<file path="src/rtl/timed_relay_service_sequencer_defines.svh">
// assertion macros for the timed relay service sequencer
// no dependencies; included by the top level
`ifndef TIMED_RELAY_SERVICE_SEQUENCER_DEFINES_SVH
`define TIMED_RELAY_SERVICE_SEQUENCER_DEFINES_SVH

`ifndef SYNTH
`define TRSS_ASSERT(lbl, prop, msg) \
   lbl: assert property (@(posedge clock) disable iff (reset) prop) else $error(msg);
`define TRSS_ASSERT_RST(lbl, prop, msg) \
   lbl: assert property (@(posedge clock) prop) else $error(msg);
`else
`define TRSS_ASSERT(lbl, prop, msg)
`define TRSS_ASSERT_RST(lbl, prop, msg)
`endif

`endif

</file>
<file path="src/rtl/trss_pkg.sv">
// types and constants of the timed relay service sequencer
// no dependencies; imported by every module of the block
package trss_pkg;

   localparam int COUNT_W    = 24;
   localparam int LEN_W      = 16;
   localparam int CSR_ADDR_W = 4;
   localparam int CSR_DATA_W = 32;

   localparam logic [COUNT_W-1:0] COUNT_MAX = {COUNT_W{1'b1}};

   typedef enum logic [1:0] {
      MODE_READY   = 2'd0,
      MODE_PREPARE = 2'd1,
      MODE_WORK    = 2'd2,
      MODE_FINAL   = 2'd3
   } mode_type;

   typedef enum logic [1:0] {
      REG_INDICATOR_LEN = 2'd0,
      REG_CONTROL_LEN   = 2'd1,
      REG_SERVICE_LIMIT = 2'd2
   } reg_index_type;

   typedef struct packed {
      logic event_valid;
      logic flag_prepare;
      logic flag_enable_indicator;
      logic flag_enable_control;
      logic flag_disable;
      logic done_sensor;
   } req_type;

   typedef struct packed {
      logic       indicator_relay;
      logic       control_relay;
      logic       timeout_notice;
      logic       done_notice;
      logic       prompt_refresh;
      logic [1:0] machine_mode;
   } rsp_type;

   typedef struct packed {
      logic [COUNT_W-1:0] indicator_limit;
      logic [COUNT_W-1:0] control_limit;
      logic [COUNT_W-1:0] service_limit;
   } cfg_type;

endpackage

</file>
<file path="src/rtl/trss_csr.sv">
// apb-style configuration registers, pulse lengths scaled to ticks on write
// depends on trss_pkg
module trss_csr import trss_pkg::*; #(
   parameter int TICKS_PER_CENTISECOND = 10
) (
   input  logic                  clock,
   input  logic                  reset,
   input  logic                  psel,
   input  logic                  penable,
   input  logic                  pwrite,
   input  logic [CSR_ADDR_W-1:0] paddr,
   input  logic [CSR_DATA_W-1:0] pwdata,
   output logic [CSR_DATA_W-1:0] prdata,
   output logic                  pready,
   output cfg_type               cfg
);

   logic [LEN_W-1:0]   ind_len_ff, ind_len_in;
   logic [LEN_W-1:0]   ctl_len_ff, ctl_len_in;
   logic [LEN_W-1:0]   svc_len_ff, svc_len_in;
   cfg_type            cfg_ff, cfg_in;
   logic               wr_en;
   reg_index_type      idx;
   logic [COUNT_W-1:0] scaled;

   assign pready = 1'b1;
   assign wr_en  = psel && penable && pwrite && pready;
   assign idx    = reg_index_type'(paddr[3:2]);
   assign scaled = COUNT_W'(pwdata[LEN_W-1:0]) * COUNT_W'(TICKS_PER_CENTISECOND);

   always_comb begin
      ind_len_in = ind_len_ff;
      ctl_len_in = ctl_len_ff;
      svc_len_in = svc_len_ff;
      cfg_in     = cfg_ff;
      if (wr_en) begin
         unique case (idx)
            REG_INDICATOR_LEN: begin
               ind_len_in             = pwdata[LEN_W-1:0];
               cfg_in.indicator_limit = scaled;
            end
            REG_CONTROL_LEN: begin
               ctl_len_in           = pwdata[LEN_W-1:0];
               cfg_in.control_limit = scaled;
            end
            REG_SERVICE_LIMIT: begin
               svc_len_in           = pwdata[LEN_W-1:0];
               cfg_in.service_limit = scaled;
            end
            default: begin
            end
         endcase
      end
   end

   always_comb begin
      unique case (idx)
         REG_INDICATOR_LEN: prdata = CSR_DATA_W'(ind_len_ff);
         REG_CONTROL_LEN:   prdata = CSR_DATA_W'(ctl_len_ff);
         REG_SERVICE_LIMIT: prdata = CSR_DATA_W'(svc_len_ff);
         default:           prdata = '0;
      endcase
   end

   always_ff @(posedge clock) begin
      if (reset) begin
         ind_len_ff <= '0;
         ctl_len_ff <= '0;
         svc_len_ff <= '0;
         cfg_ff     <= '0;
      end else begin
         ind_len_ff <= ind_len_in;
         ctl_len_ff <= ctl_len_in;
         svc_len_ff <= svc_len_in;
         cfg_ff     <= cfg_in;
      end
   end

   assign cfg = cfg_ff;

endmodule

</file>
<file path="src/rtl/trss_core.sv">
// sequencer state, relay flags and elapsed counters, one tick per accepted request
// depends on trss_pkg
module trss_core import trss_pkg::*; (
   input  logic    clock,
   input  logic    reset,
   input  logic    tick,
   input  req_type req,
   input  cfg_type cfg,
   output rsp_type rsp
);

   localparam logic [3:0] CODE_BOTH      = 4'b0110;
   localparam logic [3:0] CODE_CONTROL   = 4'b0100;
   localparam logic [3:0] CODE_INDICATOR = 4'b0010;
   localparam logic [3:0] CODE_DISABLE   = 4'b1000;

   mode_type           mode_ff, mode_in;
   logic               ind_on_ff, ind_on_in;
   logic               ctl_on_ff, ctl_on_in;
   logic [COUNT_W-1:0] ind_cnt_ff, ind_cnt_in;
   logic [COUNT_W-1:0] ctl_cnt_ff, ctl_cnt_in;
   logic [COUNT_W-1:0] svc_cnt_ff, svc_cnt_in;

   function automatic logic [COUNT_W-1:0] bump(input logic [COUNT_W-1:0] c);
      return (c == COUNT_MAX) ? COUNT_MAX : c + COUNT_W'(1);
   endfunction

   always_comb begin
      logic [3:0] code;
      code       = {req.flag_disable, req.flag_enable_control,
                    req.flag_enable_indicator, req.flag_prepare};
      ind_cnt_in = bump(ind_cnt_ff);
      ctl_cnt_in = bump(ctl_cnt_ff);
      svc_cnt_in = bump(svc_cnt_ff);
      ind_on_in  = ind_on_ff && !(ind_cnt_in > cfg.indicator_limit);
      ctl_on_in  = ctl_on_ff && !(ctl_cnt_in > cfg.control_limit);
      mode_in    = mode_ff;
      rsp        = '0;
      unique case (mode_ff)
         MODE_READY: begin
            if (req.event_valid && req.flag_prepare) begin
               mode_in = MODE_PREPARE;
            end
         end
         MODE_PREPARE: begin
            if (req.event_valid) begin
               priority if (code == CODE_BOTH || code == CODE_CONTROL) begin
                  if (code == CODE_BOTH) begin
                     ind_on_in  = 1'b1;
                     ind_cnt_in = '0;
                  end
                  ctl_on_in  = 1'b1;
                  ctl_cnt_in = '0;
                  svc_cnt_in = '0;
                  mode_in    = MODE_WORK;
               end else if (code == CODE_INDICATOR) begin
                  ind_on_in  = 1'b1;
                  ind_cnt_in = '0;
                  mode_in    = MODE_READY;
               end else if (code == CODE_DISABLE) begin
                  ind_on_in = 1'b0;
                  mode_in   = MODE_READY;
               end else begin
               end
            end
         end
         MODE_WORK: begin
            priority if (svc_cnt_in > cfg.service_limit) begin
               rsp.timeout_notice = 1'b1;
               mode_in            = MODE_FINAL;
            end else if (req.done_sensor) begin
               ctl_on_in       = 1'b0;
               rsp.done_notice = 1'b1;
               mode_in         = MODE_FINAL;
            end else begin
            end
         end
         MODE_FINAL: begin
            mode_in = MODE_READY;
         end
         default: begin
            mode_in = MODE_READY;
         end
      endcase
      rsp.indicator_relay = ind_on_in;
      rsp.control_relay   = ctl_on_in;
      rsp.prompt_refresh  = rsp.timeout_notice || rsp.done_notice;
      rsp.machine_mode    = mode_in;
   end

   always_ff @(posedge clock) begin
      if (reset) begin
         mode_ff    <= MODE_READY;
         ind_on_ff  <= 1'b0;
         ctl_on_ff  <= 1'b0;
         ind_cnt_ff <= '0;
         ctl_cnt_ff <= '0;
         svc_cnt_ff <= '0;
      end else if (tick) begin
         mode_ff    <= mode_in;
         ind_on_ff  <= ind_on_in;
         ctl_on_ff  <= ctl_on_in;
         ind_cnt_ff <= ind_cnt_in;
         ctl_cnt_ff <= ctl_cnt_in;
         svc_cnt_ff <= svc_cnt_in;
      end
   end

endmodule

</file>
<file path="src/rtl/trss_rsp_buf.sv">
// two-entry result buffer: output register plus skid register
// depends on trss_pkg
module trss_rsp_buf import trss_pkg::*; (
   input  logic    clock,
   input  logic    reset,
   input  logic    push,
   input  rsp_type push_data,
   output logic    full,
   output logic    rsp_valid,
   input  logic    rsp_stall,
   output rsp_type rsp_payload
);

   logic    out_valid_ff, out_valid_in;
   logic    skid_valid_ff, skid_valid_in;
   rsp_type out_data_ff, out_data_in;
   rsp_type skid_data_ff, skid_data_in;
   logic    pop;

   assign pop = out_valid_ff && !rsp_stall;

   always_comb begin
      out_valid_in  = out_valid_ff;
      out_data_in   = out_data_ff;
      skid_valid_in = skid_valid_ff;
      skid_data_in  = skid_data_ff;
      if (!out_valid_ff || pop) begin
         out_valid_in = skid_valid_ff || push;
         out_data_in  = skid_valid_ff ? skid_data_ff : push_data;
         if (skid_valid_ff) begin
            skid_valid_in = push;
            skid_data_in  = push_data;
         end
      end else if (push) begin
         skid_valid_in = 1'b1;
         skid_data_in  = push_data;
      end
   end

   always_ff @(posedge clock) begin
      if (reset) begin
         out_valid_ff  <= 1'b0;
         skid_valid_ff <= 1'b0;
      end else begin
         out_valid_ff  <= out_valid_in;
         skid_valid_ff <= skid_valid_in;
      end
   end

   always_ff @(posedge clock) begin
      out_data_ff  <= out_data_in;
      skid_data_ff <= skid_data_in;
   end

   assign full        = skid_valid_ff;
   assign rsp_valid   = out_valid_ff;
   assign rsp_payload = out_data_ff;

endmodule

</file>
<file path="src/rtl/timed_relay_service_sequencer.sv">
// top level of the timed relay service sequencer
// depends on trss_pkg, trss_csr, trss_core, trss_rsp_buf and the defines header

// One request is one base tick. A request is taken in every cycle in which the
// two-entry result buffer has room, and its result is registered in the output
// register, or in the skid register behind an earlier result; the sustained
// rate is one tick per cycle while rsp_stall stays low. The sequencer update and
// the three counter compares sit between the state registers and the result
// register. Pulse lengths written through the apb port are scaled to ticks when
// written and read back as written. There is no clearing pass after reset.
`include "timed_relay_service_sequencer_defines.svh"
module timed_relay_service_sequencer import trss_pkg::*; #(
   parameter int TICKS_PER_CENTISECOND = 10
) (
   input  logic                  clock,
   input  logic                  reset,
   input  logic                  req_valid,
   output logic                  req_stall,
   input  req_type               req_payload,
   output logic                  rsp_valid,
   input  logic                  rsp_stall,
   output rsp_type               rsp_payload,
   input  logic                  psel,
   input  logic                  penable,
   input  logic                  pwrite,
   input  logic [CSR_ADDR_W-1:0] paddr,
   input  logic [CSR_DATA_W-1:0] pwdata,
   output logic [CSR_DATA_W-1:0] prdata,
   output logic                  pready
);

   cfg_type cfg;
   rsp_type core_rsp;
   logic    tick;
   logic    buf_full;

   assign req_stall = buf_full;
   assign tick      = req_valid && !req_stall;

   trss_csr #(
      .TICKS_PER_CENTISECOND(TICKS_PER_CENTISECOND)
   ) u_csr (
      .clock   (clock),
      .reset   (reset),
      .psel    (psel),
      .penable (penable),
      .pwrite  (pwrite),
      .paddr   (paddr),
      .pwdata  (pwdata),
      .prdata  (prdata),
      .pready  (pready),
      .cfg     (cfg)
   );

   trss_core u_core (
      .clock (clock),
      .reset (reset),
      .tick  (tick),
      .req   (req_payload),
      .cfg   (cfg),
      .rsp   (core_rsp)
   );

   trss_rsp_buf u_rsp_buf (
      .clock       (clock),
      .reset       (reset),
      .push        (tick),
      .push_data   (core_rsp),
      .full        (buf_full),
      .rsp_valid   (rsp_valid),
      .rsp_stall   (rsp_stall),
      .rsp_payload (rsp_payload)
   );

   `TRSS_ASSERT(a_notice_excl, rsp_valid |-> !(rsp_payload.timeout_notice && rsp_payload.done_notice), "both notices set")
   `TRSS_ASSERT(a_notice_final, rsp_valid && rsp_payload.prompt_refresh |-> rsp_payload.machine_mode == MODE_FINAL, "notice outside final mode")
   `TRSS_ASSERT(a_stall_full, req_stall |-> rsp_valid, "stall with empty output register")
   `TRSS_ASSERT_RST(a_reset_empty, $past(reset) |-> !rsp_valid && !req_stall, "buffer not empty after reset")

endmodule
</file>
<file path="config.mk">
export PLATFORM = sky130hd
export DESIGN_NAME = timed_relay_service_sequencer
export DESIGN_NICKNAME = d
export VERILOG_FILES = /design/src/rtl/trss_pkg.sv /design/src/rtl/trss_csr.sv /design/src/rtl/trss_core.sv /design/src/rtl/trss_rsp_buf.sv /design/src/rtl/timed_relay_service_sequencer.sv
export VERILOG_INCLUDE_DIRS = /design/src /design/src/rtl
export SDC_FILE = /design/constraint.sdc
export NUM_CORES = 1
export LEC_CHECK = 0
export BUFFER_PORTS_ARGS = -buffer_cell sky130_fd_sc_hd__buf_2
export CORE_ASPECT_RATIO = 1.1
export CORE_MARGIN = 2
export CORE_UTILIZATION = 25
export DETAILED_ROUTE_END_ITERATION = 7
export PLACE_DENSITY = 0.44
export SYNTH_ARGS = -nofsm -noshare
export SYNTH_HDL_FRONTEND = slang
export SYNTH_SLANG_ARGS = --single-unit
</file>
<file path="constraint.sdc">
create_clock -name clock -period 10.8 [get_ports clock]
set_input_delay 1.62 -clock clock [delete_from_list [all_inputs] [get_ports clock]]
set_output_delay 1.62 -clock clock [all_outputs]
set_load 0.01 [all_outputs]
</file>
==> run metrics <==
CP max stage cell nor2b_1; Post-CTS Resized 0; #FFs+latches synth 191; Pre-Repair DR Iteration Count 4; startpoint types input pin; setup_tns 0 ps; top-count cell post-synth nand2_1; Crit path arrival time ~3300 ps; endpoints failing hold 0; Total Routing Usage GR 0.139; critical path's top delay family buffers and inverters; post-synthesis mux area share 0.0163; min-delay src u_csr.ind_len_ff[8]$_SDFFE_PP0P_; area of the multi-input gates 6600 um2; synthesized area 11200 um2; main flop type after synthesis dfxtp_1; status finished, final reports clean; CTS Buf Count 17; Crit Path Max Fanout 22; Crit path buffers/inverters 3; Skew-Pair Late Insertion Delay 460 ps; FFs w/ async S/R, synth 0; sequential fraction of the synthesis area 0.355; vias per cell 4.81; Peak VDD IR 116 uV; Fmax 204 MHz; RSZ-0062 raised after global routing false; Crit. End Element output pin; Required @ worst endpoint approximately 9200 ps; Detailed Place HPWL 21600 um; cells on worst reg2reg path 14; CP max stage delay 650 ps; # nets final 1579; Worst R2R End u_rsp_buf.rsp_payload[5]$_DFFE_PN_; Ports 91; largest net degree at the start of global routing 122; Clk pin slew, worst setup/hold paths 70 ps; Area Overhead vs Synth 11.7%; Hold/Removal Path Class reg -> reg; met3 Use GR 0.0218; Die Y 226 um; post-synthesis cell count about 1400; Crit path depth 6; Setup Skew 11.6 ps; Simple-Gate Fraction of Synth Area 0.237; top post-synthesis cells by area dfxtp_1 (32%), ha_1 (10%), nand2_1 (9.3%); wire per inst 15.3 um; PortBufs 55; die area between 40000 and 50000 um2; Cell Pwr Density around 120 nW/um2; grt total ovfl 0; Leakage 0.00474 uW; Max-slew headroom 0.323; DRC 0; CORE AREA 44300 um2; r2r setup slk 6170 ps; Initial Util 0.252; Worst Hold End u_csr.ind_len_ff[8]$_SDFFE_PP0P_; GRT met1 Usage 0.184; initial antenna violation count 1; Synth Area in XOR/XNOR 0.0400; met2 Usage GRT 0.229; yosys warns 0; CP dominant cell by count buf_2; compound-cell area share of the yosys netlist 0.186; CTS H-tree depth 4; sequential cell area 3960 um2; largest family of logic cells by synthesized area simple AND/OR/NAND/NOR gates; post-synth cell types 67; GR peak layer met2; CP Class in -> out; FILL cells 4816; Worst Max-Slew Pin Slew 1020 ps; hold_buf cts 0; Iteration-0 DRC Markers 533; num rows 81; Final min period 4900 ps; # clock sinks 191; postcts setup bufs 0; n_diodes 0; FF-to-FF Start u_core.svc_cnt_ff[0]$_SDFFE_PP0P_; CTS Buffer Depth 2; wirelength, routed between 30000 and 40000 um; vias in the first global route 9474; Tcrit/Tclk final 0.453; placed cell area 11900 um2; Via Count 9773; Post-synth top cells nand2_1 (276), dfxtp_1 (177), a21oi_1 (138), nor2_1 (106), ha_1 (91); share of post-route cells with drive strength above 1 0.0793; final instance area 12500 um2; first-pass GRT wire length 50900 um; CTS tree done; clk root buf clkbuf_16; Final setup viols 0; Synth Area per Inst just under 8 um2; MaxCap Viol Count 0; Hold Path Stages 2; fin. max-slew vios 0; Post-synth EDFFs 14; die extent in x 206 um; RePlAce Congestion 0.755; Adder-Cell Fraction of Synth Area 0.104; Synth top area share 0.317; post-route antenna net violation count 0; worst hold margin 455 ps; crit-path cells buf_2 > nor2b_1 > buf_4 > nand2_1 > o21ai_0 > buf_2; Yosys top cell by area dfxtp_1
per-stage QoR:
stage	utilization	setup WS, ps	std cells	power (uW)
5_1_grt	0.282	5630	2032	1630
2_1_floorplan	-	6280	1446	876
3_3_place_gp	0.269	5860	2000	944
6_report	0.282	5900	2032	1550
3_5_place_dp	0.269	5840	2000	945
4_1_cts	0.282	5850	2032	1580
flip-flops by register name (all words and copies together), names as in the netlist:
signal and count:
u_csr.svc_len_ff 16, u_core.ind_cnt_ff 24, u_rsp_buf.rsp_valid 1, u_csr.ind_len_ff 16, u_rsp_buf.full 1, u_csr.cfg 51, u_core.ctl_on_ff 1, u_core.ind_on_ff 1
u_core.ctl_cnt_ff 24, u_core.svc_cnt_ff 24, u_csr.ctl_len_ff 16, u_rsp_buf.rsp_payload 7, u_core.mode_ff 2, u_rsp_buf.skid_data_ff 7
worst register-to-register path, stage by stage (launching register included):
cell	delay, ps
dfxtp_1	400
ha_1	190
and2_1	270
nand4_1	370
nor3_1	490
nand2_1	670
nand2_1	360
ha_1	200
nand4_1	130
nor3_1	300
o21ai_0	150
a31oi_1	170
o32a_1	290
nor3_1	120
o41ai_1	340
layer usage:
layer  routed length, um  vias up  part of all wire
li1                    -     5023                 -
met1               15000     4589              0.48
met2               14700      127              0.47
met3                 850       32             0.027
met4                 530        2             0.017
met5                  13        -           0.00042
cell type report:
class                      count  area share
multi-input combinational   1090       0.529
sequential                   191       0.317
tap                          581      0.0582
clock buffer                  19      0.0355
timing repair buffer          66      0.0292
inverter                      72      0.0216
clock inverter                13     0.00932
report_power, final:
group          internal [uW]  total [uW]  switching (uW)
registers                725         732            6.85
clock network            310         628             318
logic                   60.4         193             133
cells by family after synthesis:
kind of cell | Yosys count
flops | 191
buf+inv | 165
compound gates | 338
mux | 18
other cells | 2
fa+ha+maj | 92
xor+xnor | 51
simple gates | 574
worst max path at each step:
| stage | slack [ps] | startpoint | to |
|---|---|---|---|
| 4_1_cts | 5850 | paddr[3] | prdata[15] |
| 2_1_floorplan | 6280 | paddr[2] | prdata[10] |
| 6_report | 5900 | paddr[2] | prdata[15] |
| 3_3_place_gp | 5860 | paddr[3] | prdata[15] |
| 5_1_grt | 5630 | u_core.ctl_cnt_ff[0]$_SDFFE_PP0P_ | u_rsp_buf.rsp_payload[5]$_DFFE_PN_ |
| 3_5_place_dp | 5840 | pwdata[3] | u_csr.cfg[42]$_SDFFE_PP0P_ |
cells in the final DEF, fill, tap and decap left out, types with 4 or more instances in the layout:
| cell | n |
|---|---|
| xnor2_1 | 26 |
| nor4_1 | 4 |
| a31oi_1 | 12 |
| a211o_1 | 4 |
| edfxtp_1 | 14 |
| o21bai_1 | 4 |
| or3_1 | 26 |
| inv_1 | 72 |
| buf_4 | 11 |
| o21ai_0 | 53 |
| nand4_1 | 27 |
| o41ai_1 | 4 |
| and3_1 | 9 |
| a211oi_1 | 18 |
| and2_1 | 11 |
| o31ai_1 | 19 |
| nand2_1 | 275 |
| buf_2 | 54 |
| nor2_1 | 105 |
| dfxtp_1 | 177 |
| a21o_1 | 5 |
| clkbuf_16 | 17 |
| xor2_1 | 25 |
| conb_1 | 17 |
| nand4b_1 | 4 |
| nor3_1 | 30 |
| nand3b_1 | 7 |
| a22oi_1 | 51 |
| ha_1 | 91 |
| nand2b_1 | 4 |
| nand3_1 | 37 |
| mux2i_1 | 16 |
| inv_6 | 5 |
| a21oi_1 | 137 |
| and4_1 | 9 |
| o21a_1 | 5 |
| nor2b_1 | 5 |
No activity file was read; power rests on OpenSTA's default activity.
